**src/design/aeod_pkg.sv**
```systemverilog
// ----------------------------------------------------------------------------
// aeod_pkg: shared types and constants for the archive entry overlap detector
// Table depth, field widths, range type and sequencer states.
// ----------------------------------------------------------------------------
`default_nettype none

package aeod_pkg;

    localparam int unsigned MAX_ENTRIES  = 32;
    localparam int unsigned ADDR_W       = $clog2(MAX_ENTRIES);
    localparam int unsigned CNT_W        = $clog2(MAX_ENTRIES + 1);
    localparam int unsigned POS_W        = 32;
    localparam int unsigned LEN_W        = 16;
    localparam logic [POS_W-1:0] HEADER_FIXED = POS_W'(30);

    localparam logic KIND_REPORT  = 1'b0;
    localparam logic KIND_SUMMARY = 1'b1;

    typedef struct packed {
        logic [POS_W-1:0] start;
        logic [POS_W-1:0] stop;
    } range_t;

    typedef struct packed {
        logic              en;
        logic [ADDR_W-1:0] addr;
        range_t            data;
    } tbl_wr_t;

    typedef enum logic [2:0] {
        ST_IDLE,
        ST_SUM,
        ST_FIN,
        ST_SCAN,
        ST_SUMMARY
    } seq_state_t;

endpackage

`default_nettype wire

```
**src/design/aeod_range_table.sv**
```systemverilog
// ----------------------------------------------------------------------------
// aeod_range_table: stored byte ranges of the current archive
// One write port, one read port with registered read data.
// ----------------------------------------------------------------------------
`default_nettype none

module aeod_range_table
    import aeod_pkg::*;
(
    input  wire logic              aclk,
    input  wire tbl_wr_t           wr,
    input  wire logic [ADDR_W-1:0] rd_addr,
    output range_t                 rd_data
);

    range_t mem [MAX_ENTRIES];

    always_ff @(posedge aclk) begin
        if (wr.en) begin
            mem[wr.addr] <= wr.data;
        end
    end

    always_ff @(posedge aclk) begin
        rd_data <= mem[rd_addr];
    end

endmodule

`default_nettype wire

```
**src/design/archive_entry_overlap_detector.sv**
```systemverilog
// ----------------------------------------------------------------------------
// archive_entry_overlap_detector: overlap check of archive entry byte ranges
//
// Input channel (s_*): one entry descriptor per word. The block forms the range
// [offset, offset + 30 + name + extra + packed) modulo 2^32 and checks it
// against every range stored so far for the current archive.
// Result channel (m_*): one report word per overlapping stored entry, in
// stored order, then one summary word with the overlap count (m_last_item set).
// The range is then stored unless the table of 32 entries is full.
// s_first_entry empties the table before the entry is checked.
//
// Timing: in an accept cycle the item is taken in, ST_SUM adds the header,
// name and extra lengths to the packed size, and ST_FIN forms the end
// address. In ST_SCAN the shared compare unit walks the table one entry per
// cycle behind the registered table read, unless a stalled receiver holds
// it, and drains the last compare; ST_SUMMARY then issues the summary.
// s_ready is high only while no item is in work.
// A stalled receiver holds the scan when a report or summary must be issued.
// Reset empties the table and clears the output register; no clearing pass.
// ----------------------------------------------------------------------------
`default_nettype none

module archive_entry_overlap_detector
    import aeod_pkg::*;
(
    input  wire logic             aclk,
    input  wire logic             aresetn,

    input  wire logic             s_valid,
    output logic                  s_ready,
    input  wire logic             s_first_entry,
    input  wire logic [POS_W-1:0] s_entry_offset,
    input  wire logic [LEN_W-1:0] s_name_length,
    input  wire logic [LEN_W-1:0] s_extra_length,
    input  wire logic [POS_W-1:0] s_packed_size,

    output logic                  m_valid,
    input  wire logic             m_ready,
    output logic                  m_item_kind,
    output logic [4:0]            m_other_index,
    output logic [5:0]            m_entry_index,
    output logic [5:0]            m_overlap_count,
    output logic                  m_table_full,
    output logic                  m_last_item
);

    seq_state_t state_reg, state_next;

    logic [CNT_W-1:0] stored_count_reg, stored_count_next;
    logic [CNT_W-1:0] count_reg, count_next;
    logic [CNT_W-1:0] scan_idx_reg, scan_idx_next;
    logic [CNT_W-1:0] cmp_idx_reg, cmp_idx_next;
    logic             cmp_vld_reg, cmp_vld_next;
    logic [CNT_W-1:0] ovl_cnt_reg, ovl_cnt_next;

    logic [POS_W-1:0] start_reg, start_next;
    logic [POS_W-1:0] stop_reg, stop_next;
    logic [POS_W-1:0] len_reg, len_next;
    logic [LEN_W-1:0] name_reg, name_next;
    logic [LEN_W-1:0] extra_reg, extra_next;

    logic             m_valid_reg, m_valid_next;
    logic             kind_reg, kind_next;
    logic [4:0]       other_reg, other_next;
    logic [5:0]       eidx_reg, eidx_next;
    logic [5:0]       ocnt_reg, ocnt_next;
    logic             full_reg, full_next;
    logic             last_reg, last_next;

    tbl_wr_t           tbl_wr;
    logic [ADDR_W-1:0] rd_addr;
    range_t            rd_data;

    logic             out_busy;
    logic             hit;
    logic             stall;
    logic             tbl_full;
    logic [5:0]       entry_idx;

    aeod_range_table u_table (
        .aclk    (aclk),
        .wr      (tbl_wr),
        .rd_addr (rd_addr),
        .rd_data (rd_data)
    );

    assign out_busy  = m_valid_reg && !m_ready;
    assign hit       = cmp_vld_reg && (start_reg < rd_data.stop) && (stop_reg > rd_data.start);
    assign stall     = hit && out_busy;
    assign rd_addr   = stall ? cmp_idx_reg[ADDR_W-1:0] : scan_idx_reg[ADDR_W-1:0];
    assign tbl_full  = (count_reg >= CNT_W'(MAX_ENTRIES));
    assign entry_idx = tbl_full ? 6'(MAX_ENTRIES) : 6'(count_reg);

    always_ff @(posedge aclk) begin
        if (!aresetn) begin
            state_reg        <= ST_IDLE;
            stored_count_reg <= '0;
            cmp_vld_reg      <= 1'b0;
            m_valid_reg      <= 1'b0;
        end else begin
            state_reg        <= state_next;
            stored_count_reg <= stored_count_next;
            cmp_vld_reg      <= cmp_vld_next;
            m_valid_reg      <= m_valid_next;
        end
    end

    always_ff @(posedge aclk) begin
        count_reg    <= count_next;
        scan_idx_reg <= scan_idx_next;
        cmp_idx_reg  <= cmp_idx_next;
        ovl_cnt_reg  <= ovl_cnt_next;
        start_reg    <= start_next;
        stop_reg     <= stop_next;
        len_reg      <= len_next;
        name_reg     <= name_next;
        extra_reg    <= extra_next;
        kind_reg     <= kind_next;
        other_reg    <= other_next;
        eidx_reg     <= eidx_next;
        ocnt_reg     <= ocnt_next;
        full_reg     <= full_next;
        last_reg     <= last_next;
    end

    always_comb begin
        state_next        = state_reg;
        stored_count_next = stored_count_reg;
        count_next        = count_reg;
        scan_idx_next     = scan_idx_reg;
        cmp_idx_next      = cmp_idx_reg;
        cmp_vld_next      = cmp_vld_reg;
        ovl_cnt_next      = ovl_cnt_reg;
        start_next        = start_reg;
        stop_next         = stop_reg;
        len_next          = len_reg;
        name_next         = name_reg;
        extra_next        = extra_reg;
        m_valid_next      = out_busy;
        kind_next         = kind_reg;
        other_next        = other_reg;
        eidx_next         = eidx_reg;
        ocnt_next         = ocnt_reg;
        full_next         = full_reg;
        last_next         = last_reg;
        tbl_wr.en         = 1'b0;
        tbl_wr.addr       = count_reg[ADDR_W-1:0];
        tbl_wr.data.start = start_reg;
        tbl_wr.data.stop  = stop_reg;
        s_ready           = (state_reg == ST_IDLE);

        unique case (state_reg)
            ST_IDLE: begin
                if (s_valid) begin
                    start_next   = s_entry_offset;
                    len_next     = s_packed_size;
                    name_next    = s_name_length;
                    extra_next   = s_extra_length;
                    count_next   = s_first_entry ? '0 : stored_count_reg;
                    state_next   = ST_SUM;
                end
            end
            ST_SUM: begin
                len_next   = len_reg + HEADER_FIXED + POS_W'(name_reg) + POS_W'(extra_reg);
                state_next = ST_FIN;
            end
            ST_FIN: begin
                stop_next     = start_reg + len_reg;
                scan_idx_next = '0;
                ovl_cnt_next  = '0;
                cmp_vld_next  = 1'b0;
                state_next    = ST_SCAN;
            end
            ST_SCAN: begin
                if (!stall) begin
                    if (hit) begin
                        m_valid_next = 1'b1;
                        kind_next    = KIND_REPORT;
                        other_next   = cmp_idx_reg[4:0];
                        eidx_next    = entry_idx;
                        ocnt_next    = '0;
                        full_next    = 1'b0;
                        last_next    = 1'b0;
                        ovl_cnt_next = ovl_cnt_reg + 1'b1;
                    end
                    if (scan_idx_reg < count_reg) begin
                        cmp_vld_next  = 1'b1;
                        cmp_idx_next  = scan_idx_reg;
                        scan_idx_next = scan_idx_reg + 1'b1;
                    end else begin
                        cmp_vld_next = 1'b0;
                        if (!cmp_vld_reg) begin
                            state_next = ST_SUMMARY;
                        end
                    end
                end
            end
            ST_SUMMARY: begin
                if (!out_busy) begin
                    m_valid_next = 1'b1;
                    kind_next    = KIND_SUMMARY;
                    other_next   = '0;
                    eidx_next    = entry_idx;
                    ocnt_next    = 6'(ovl_cnt_reg);
                    full_next    = tbl_full;
                    last_next    = 1'b1;
                    if (!tbl_full) begin
                        tbl_wr.en         = 1'b1;
                        stored_count_next = count_reg + 1'b1;
                    end else begin
                        stored_count_next = count_reg;
                    end
                    state_next = ST_IDLE;
                end
            end
            default: begin
                state_next = ST_IDLE;
            end
        endcase
    end

    assign m_valid         = m_valid_reg;
    assign m_item_kind     = kind_reg;
    assign m_other_index   = other_reg;
    assign m_entry_index   = eidx_reg;
    assign m_overlap_count = ocnt_reg;
    assign m_table_full    = full_reg;
    assign m_last_item     = last_reg;

    a_count_bound: assert property (@(posedge aclk) disable iff (!aresetn)
        stored_count_reg <= CNT_W'(MAX_ENTRIES))
        else $error("stored count exceeds table depth");

    a_accept_starts: assert property (@(posedge aclk) disable iff (!aresetn)
        (s_valid && s_ready) |=> (state_reg == ST_SUM))
        else $error("accepted word did not start the sequencer");

    a_idle_no_cmp: assert property (@(posedge aclk) disable iff (!aresetn)
        (state_reg == ST_IDLE) |-> !cmp_vld_reg)
        else $error("compare stage active while idle");

    a_last_is_summary: assert property (@(posedge aclk) disable iff (!aresetn)
        m_valid_reg |-> (last_reg == kind_reg))
        else $error("last flag and summary kind disagree");

    a_write_only_room: assert property (@(posedge aclk) disable iff (!aresetn)
        tbl_wr.en |-> (count_reg < CNT_W'(MAX_ENTRIES)))
        else $error("table written while full");

endmodule

`default_nettype wire
```
**config.mk**
```make
export PLATFORM = sky130hd
export DESIGN_NAME = archive_entry_overlap_detector
export DESIGN_NICKNAME = d
export VERILOG_FILES = /design/src/design/aeod_pkg.sv /design/src/design/aeod_range_table.sv /design/src/design/archive_entry_overlap_detector.sv
export SDC_FILE = /design/constraint.sdc
export NUM_CORES = 2
export LEC_CHECK = 0
export CAP_MARGIN = 20
export CORE_ASPECT_RATIO = 1.4
export CORE_MARGIN = 3
export CORE_UTILIZATION = 57
export CTS_CLUSTER_DIAMETER = 150
export DETAILED_ROUTE_END_ITERATION = 10
export DONT_BUFFER_PORTS = 1
export GPL_ROUTABILITY_DRIVEN = 1
export PLACE_DENSITY = 0.75
export SYNTH_ARGS = -nofsm -noshare
export SYNTH_HDL_FRONTEND = slang
export SYNTH_HIERARCHICAL = 1
export SYNTH_SLANG_ARGS = --single-unit
export TNS_END_PERCENT = 5
```
**constraint.sdc**
```tcl
create_clock -name aclk -period 4.9 [get_ports aclk]
set_input_delay 0.245 -clock aclk [delete_from_list [all_inputs] [get_ports aclk]]
set_output_delay 0.245 -clock aclk [all_outputs]
set_load 0.02 [all_outputs]
```
==> results by stage <==
Routing:
- The post-detailed-route count of antenna-violating nets is 0.
- In the final routed layout, each cell accounts on average for 35.1 um.
- The residual DRC count is 0.
- Before antenna repair, the detailed router went through 6 iterations.
- The number of vias after detailed routing is 46467.
- The post-detailed-routing wire length is 244 mm.
- In the routed layout, each cell is associated on average with a via count of 6.69.
- The number of violations reported at the end of detailed-routing iteration 0 is 6481.

Clock network:
- For this design, the sink count on the clock tree is 2293.
- Counting the buffers created by CTS gives 190.
- The number of buffers on the longest clock path is 3.
- The H-tree was split into 4 levels.
- Clock-pin slew was measured on the worst setup and hold paths at 70 ps.
- TritonCTS built the clock tree.
- The library cell used as clock root buffer is sky130_fd_sc_hd__clkbuf_16.
- The insertion delay to the later sink of the worst-skew pair is 840 ps.

Synthesis:
- In this run the biggest area consumer among cell types represents 73.7% of the synthesized area.
- In the post-synthesis netlist, the cell with the most instances is sky130_fd_sc_hd__edfxtp_1.
- Sorting the synthesized cells by area gives the leading types as sky130_fd_sc_hd__edfxtp_1, sky130_fd_sc_hd__mux4_2, sky130_fd_sc_hd__ha_1.
- The synthesized netlist contains 65 unique library cells.
- The flip-flop and latch count after synthesis is 2293.
- The synthesized area per cell is 21.8 sq um.
- For this run, the leading register cell type out of synthesis is sky130_fd_sc_hd__edfxtp_1.
- The commonest cells after synthesis are sky130_fd_sc_hd__edfxtp_1, sky130_fd_sc_hd__mux4_2, sky130_fd_sc_hd__inv_1.
- The share of synthesized flip-flops with an asynchronous set or reset is 0%.
- The synthesized design contains 2218 enable-type register cells.
- The net count after synthesis is 4405.
- Of the synthesized area, sequential elements account for 75.4%.
- The library cell occupying the most area in the post-synthesis netlist is sky130_fd_sc_hd__edfxtp_1.
- The post-synthesis instance area is 90300 sq um.
- The number of synthesis warnings is 6.
- The synthesized instance count is 4151.

Global route:
- The number of global-route vias before repair is 47590.
- The global-route usage over all layers is 30.4%.
- Global routing finished with a remaining overflow of 0.
- The number of antenna violations at the first check in global routing is 8.
- The wire length of the first global-routing pass is 348 mm.
- Entering global routing, the biggest net connects 65 pins.

Status:
- The flow ran to the end, and the final reports show no timing, DRC or antenna violations.

Critical path:
- The critical path class is reg -> reg.
- The slowest library cell on the worst path is sky130_fd_sc_hd__edfxtp_1.
- For this run, the slowest stage of the critical path takes 530 ps.
- The worst setup path is launched from a flip-flop.
- The worst setup path is captured at a flip-flop.
- STA puts the critical path data arrival time at 5530 ps.
- Data on the critical path is required at its endpoint by 5620 ps.
- The largest fanout on the critical path is 21.
- Walking the worst path, the cells encountered are ha_1, nand4_1, or3_1, nor2_2, o41ai_4, a21oi_1, nand3_2, mux2_8, buf_12, buf_12, mux4_2, mux4_2, mux2_2.

Layout:
- The count of cells in the finished layout, fillers not included, comes to 6944.
- The top register by number of flip-flops is u_table/mem.
- The number of flip-flops in the largest register is 2048.
- The largest registers in the layout are u_table/mem (2048), u_table/rd_data (64).
- Relative to the synthesized area, the layout overhead comes to 15.8%.
- The net count of the finished layout is 4945.
- In the final layout, the share of cells above drive strength 1 is 29.1%.

STA:
- Dividing the final minimum period by the clock period gives 98.3%.
- Setup repair after global routing left no endpoint under its margin.
- Across all hold checks on the routed design, the worst slack comes to 40.7 ps.
- Setup slack closes at 84.3 ps.
- The worst setup skew after layout is 29.8 ps.
- The worst-case headroom to the max-slew limit is 43.1%.
- The clock period could shrink to 4820 ps.
- The final max-slew violation count was 0.
- The slew at the pin closest to its max-slew limit is 852 ps.
- The final hold violation count is 0.
- Timing would allow up to 208 MHz.
- Setup violations remaining at the end of the flow were counted as 0.

Placed design:
- The number of buffer cells added on primary ports is 0.
- Once detailed placement completed, the half-perimeter wirelength came to 139 mm.
- The routability congestion estimate from global placement is 0.879.
- After detailed placement, the design holds a cell count of 6441.
- The worst slack after detailed placement is -367 ps.

Pwr:
- The power density normalized to cell area is 427 nW/um^2.
- Summed over all cells, the static leakage comes to 34.6 nW.
- The peak supply drop is 0.000495 V.

Worst hold path:
- The path category of the worst min-delay check is in -> reg.

Floorplan:
- The floorplan step defined a core boundary enclosing 157000 sq um.
- The die covers 163000 sq um.
- The floorplan has 172 rows.
- The die width is 342 um.
- The initial core utilization is 57.5%.
- The top-level I/O count is 123.
- From bottom edge to top edge, the die measures 477 um.

Flow run:
- The max-capacitance violation count is 0.
## path summary, 6_finish.rpt
kind | startpoint | endpoint | slack (ps) | depth (start not counted)
worst min register to register | stored_count_reg[1]$_SDFFE_PN0P_ | stored_count_reg[1]$_SDFFE_PN0P_ | 500 | 2
worst max-delay path | stop_reg[22]$_DFFE_PN_ | u_table/rd_data[56]$_DFF_P_ | 80 | 13
worst max register to register | stop_reg[22]$_DFFE_PN_ | u_table/rd_data[56]$_DFF_P_ | 80 | 13
worst min-delay path | s_entry_offset[30] | start_reg[30]$_DFFE_PP_ | 40 | 1
## critical path, delay by kind of cell, from the launching register on
| kind | cells | cell delay, ps |
|---|---|---|
| fa+ha+maj | 1 | 370 |
| buf+inv | 2 | 450 |
| mux | 4 | 1740 |
| flops | 1 | 530 |
| simple gates | 4 | 1130 |
| compound gates | 2 | 450 |
## stage by stage
step                      utilization [%]  setup TNS, ps  power, mW  area (sq um)
after floorplan                         -        -131120       27.0         90300
after global placement               61.6         -13080       29.0         96700
after detailed placement             61.6         -16280       29.1         96700
after CTS                            66.5              0       44.5        105000
after global routing                 66.6              0       46.0        105000
final                                66.6              0       44.7        105000
## layout make-up
class	count	area, sq um
Inverter	156	587
Antenna cell	2	5.00
Timing Repair Buffer	518	5720
Clock inverter	112	1200
Fill cell	9520	52500
Sequential cell	2293	68100
Clock buffer	243	5170
Tap cell	2088	2610
Multi-Input combinational cell	1532	21200
## per-layer routing
metal,vias to the layer above,global-route usage (%),wire (um)
met5,-,0,51
met4,8,14.7,13500
met3,717,5.45,25800
met2,3209,50.5,124000
met1,24250,39.1,80700
li1,18283,-,-
## where the power goes
| part | internal [mW] | total (mW) | switching, mW |
|---|---|---|---|
| Combinational | 2.78 | 6.38 | 3.60 |
| Sequential | 22.3 | 22.8 | 0.423 |
| Clock | 8.57 | 15.6 | 7.00 |
## layout by cell type, fill, tap and decap left out, types with 63 or more instances in the layout
cell                            instances
sky130_fd_sc_hd__o21ai_0               66
sky130_fd_sc_hd__dfxtp_1               75
sky130_fd_sc_hd__ha_1                 135
sky130_fd_sc_hd__mux4_2               602
sky130_fd_sc_hd__buf_4                257
sky130_fd_sc_hd__edfxtp_1            2218
sky130_fd_sc_hd__buf_12               116
sky130_fd_sc_hd__nor2_1                72
sky130_fd_sc_hd__clkbuf_16            192
sky130_fd_sc_hd__nand2_1               63
sky130_fd_sc_hd__dlygate4sd3_1        144
sky130_fd_sc_hd__inv_1                154
sky130_fd_sc_hd__mux2_2                77
## cells by family after synthesis
group           count (synthesis)  share of synthesized area [%]
flops                        2293                           75.4
mux                           725                           16.5
simple gates                  327                           1.80
buf+inv                       326                           1.53
compound gates                265                           1.93
fa+ha+maj                     153                           2.27
xor+xnor                       62                          0.601
## what timing repair did
item / CTS / global route
hold buffers: 143 / 1
endpoints found under the setup margin: 64 / 58
pin swaps: 0 / 1
endpoints found under the hold margin: 113 / 4
resized for setup: 3 / 4
setup buffers: 0 / 0
(Power assumes the default switching activity.)
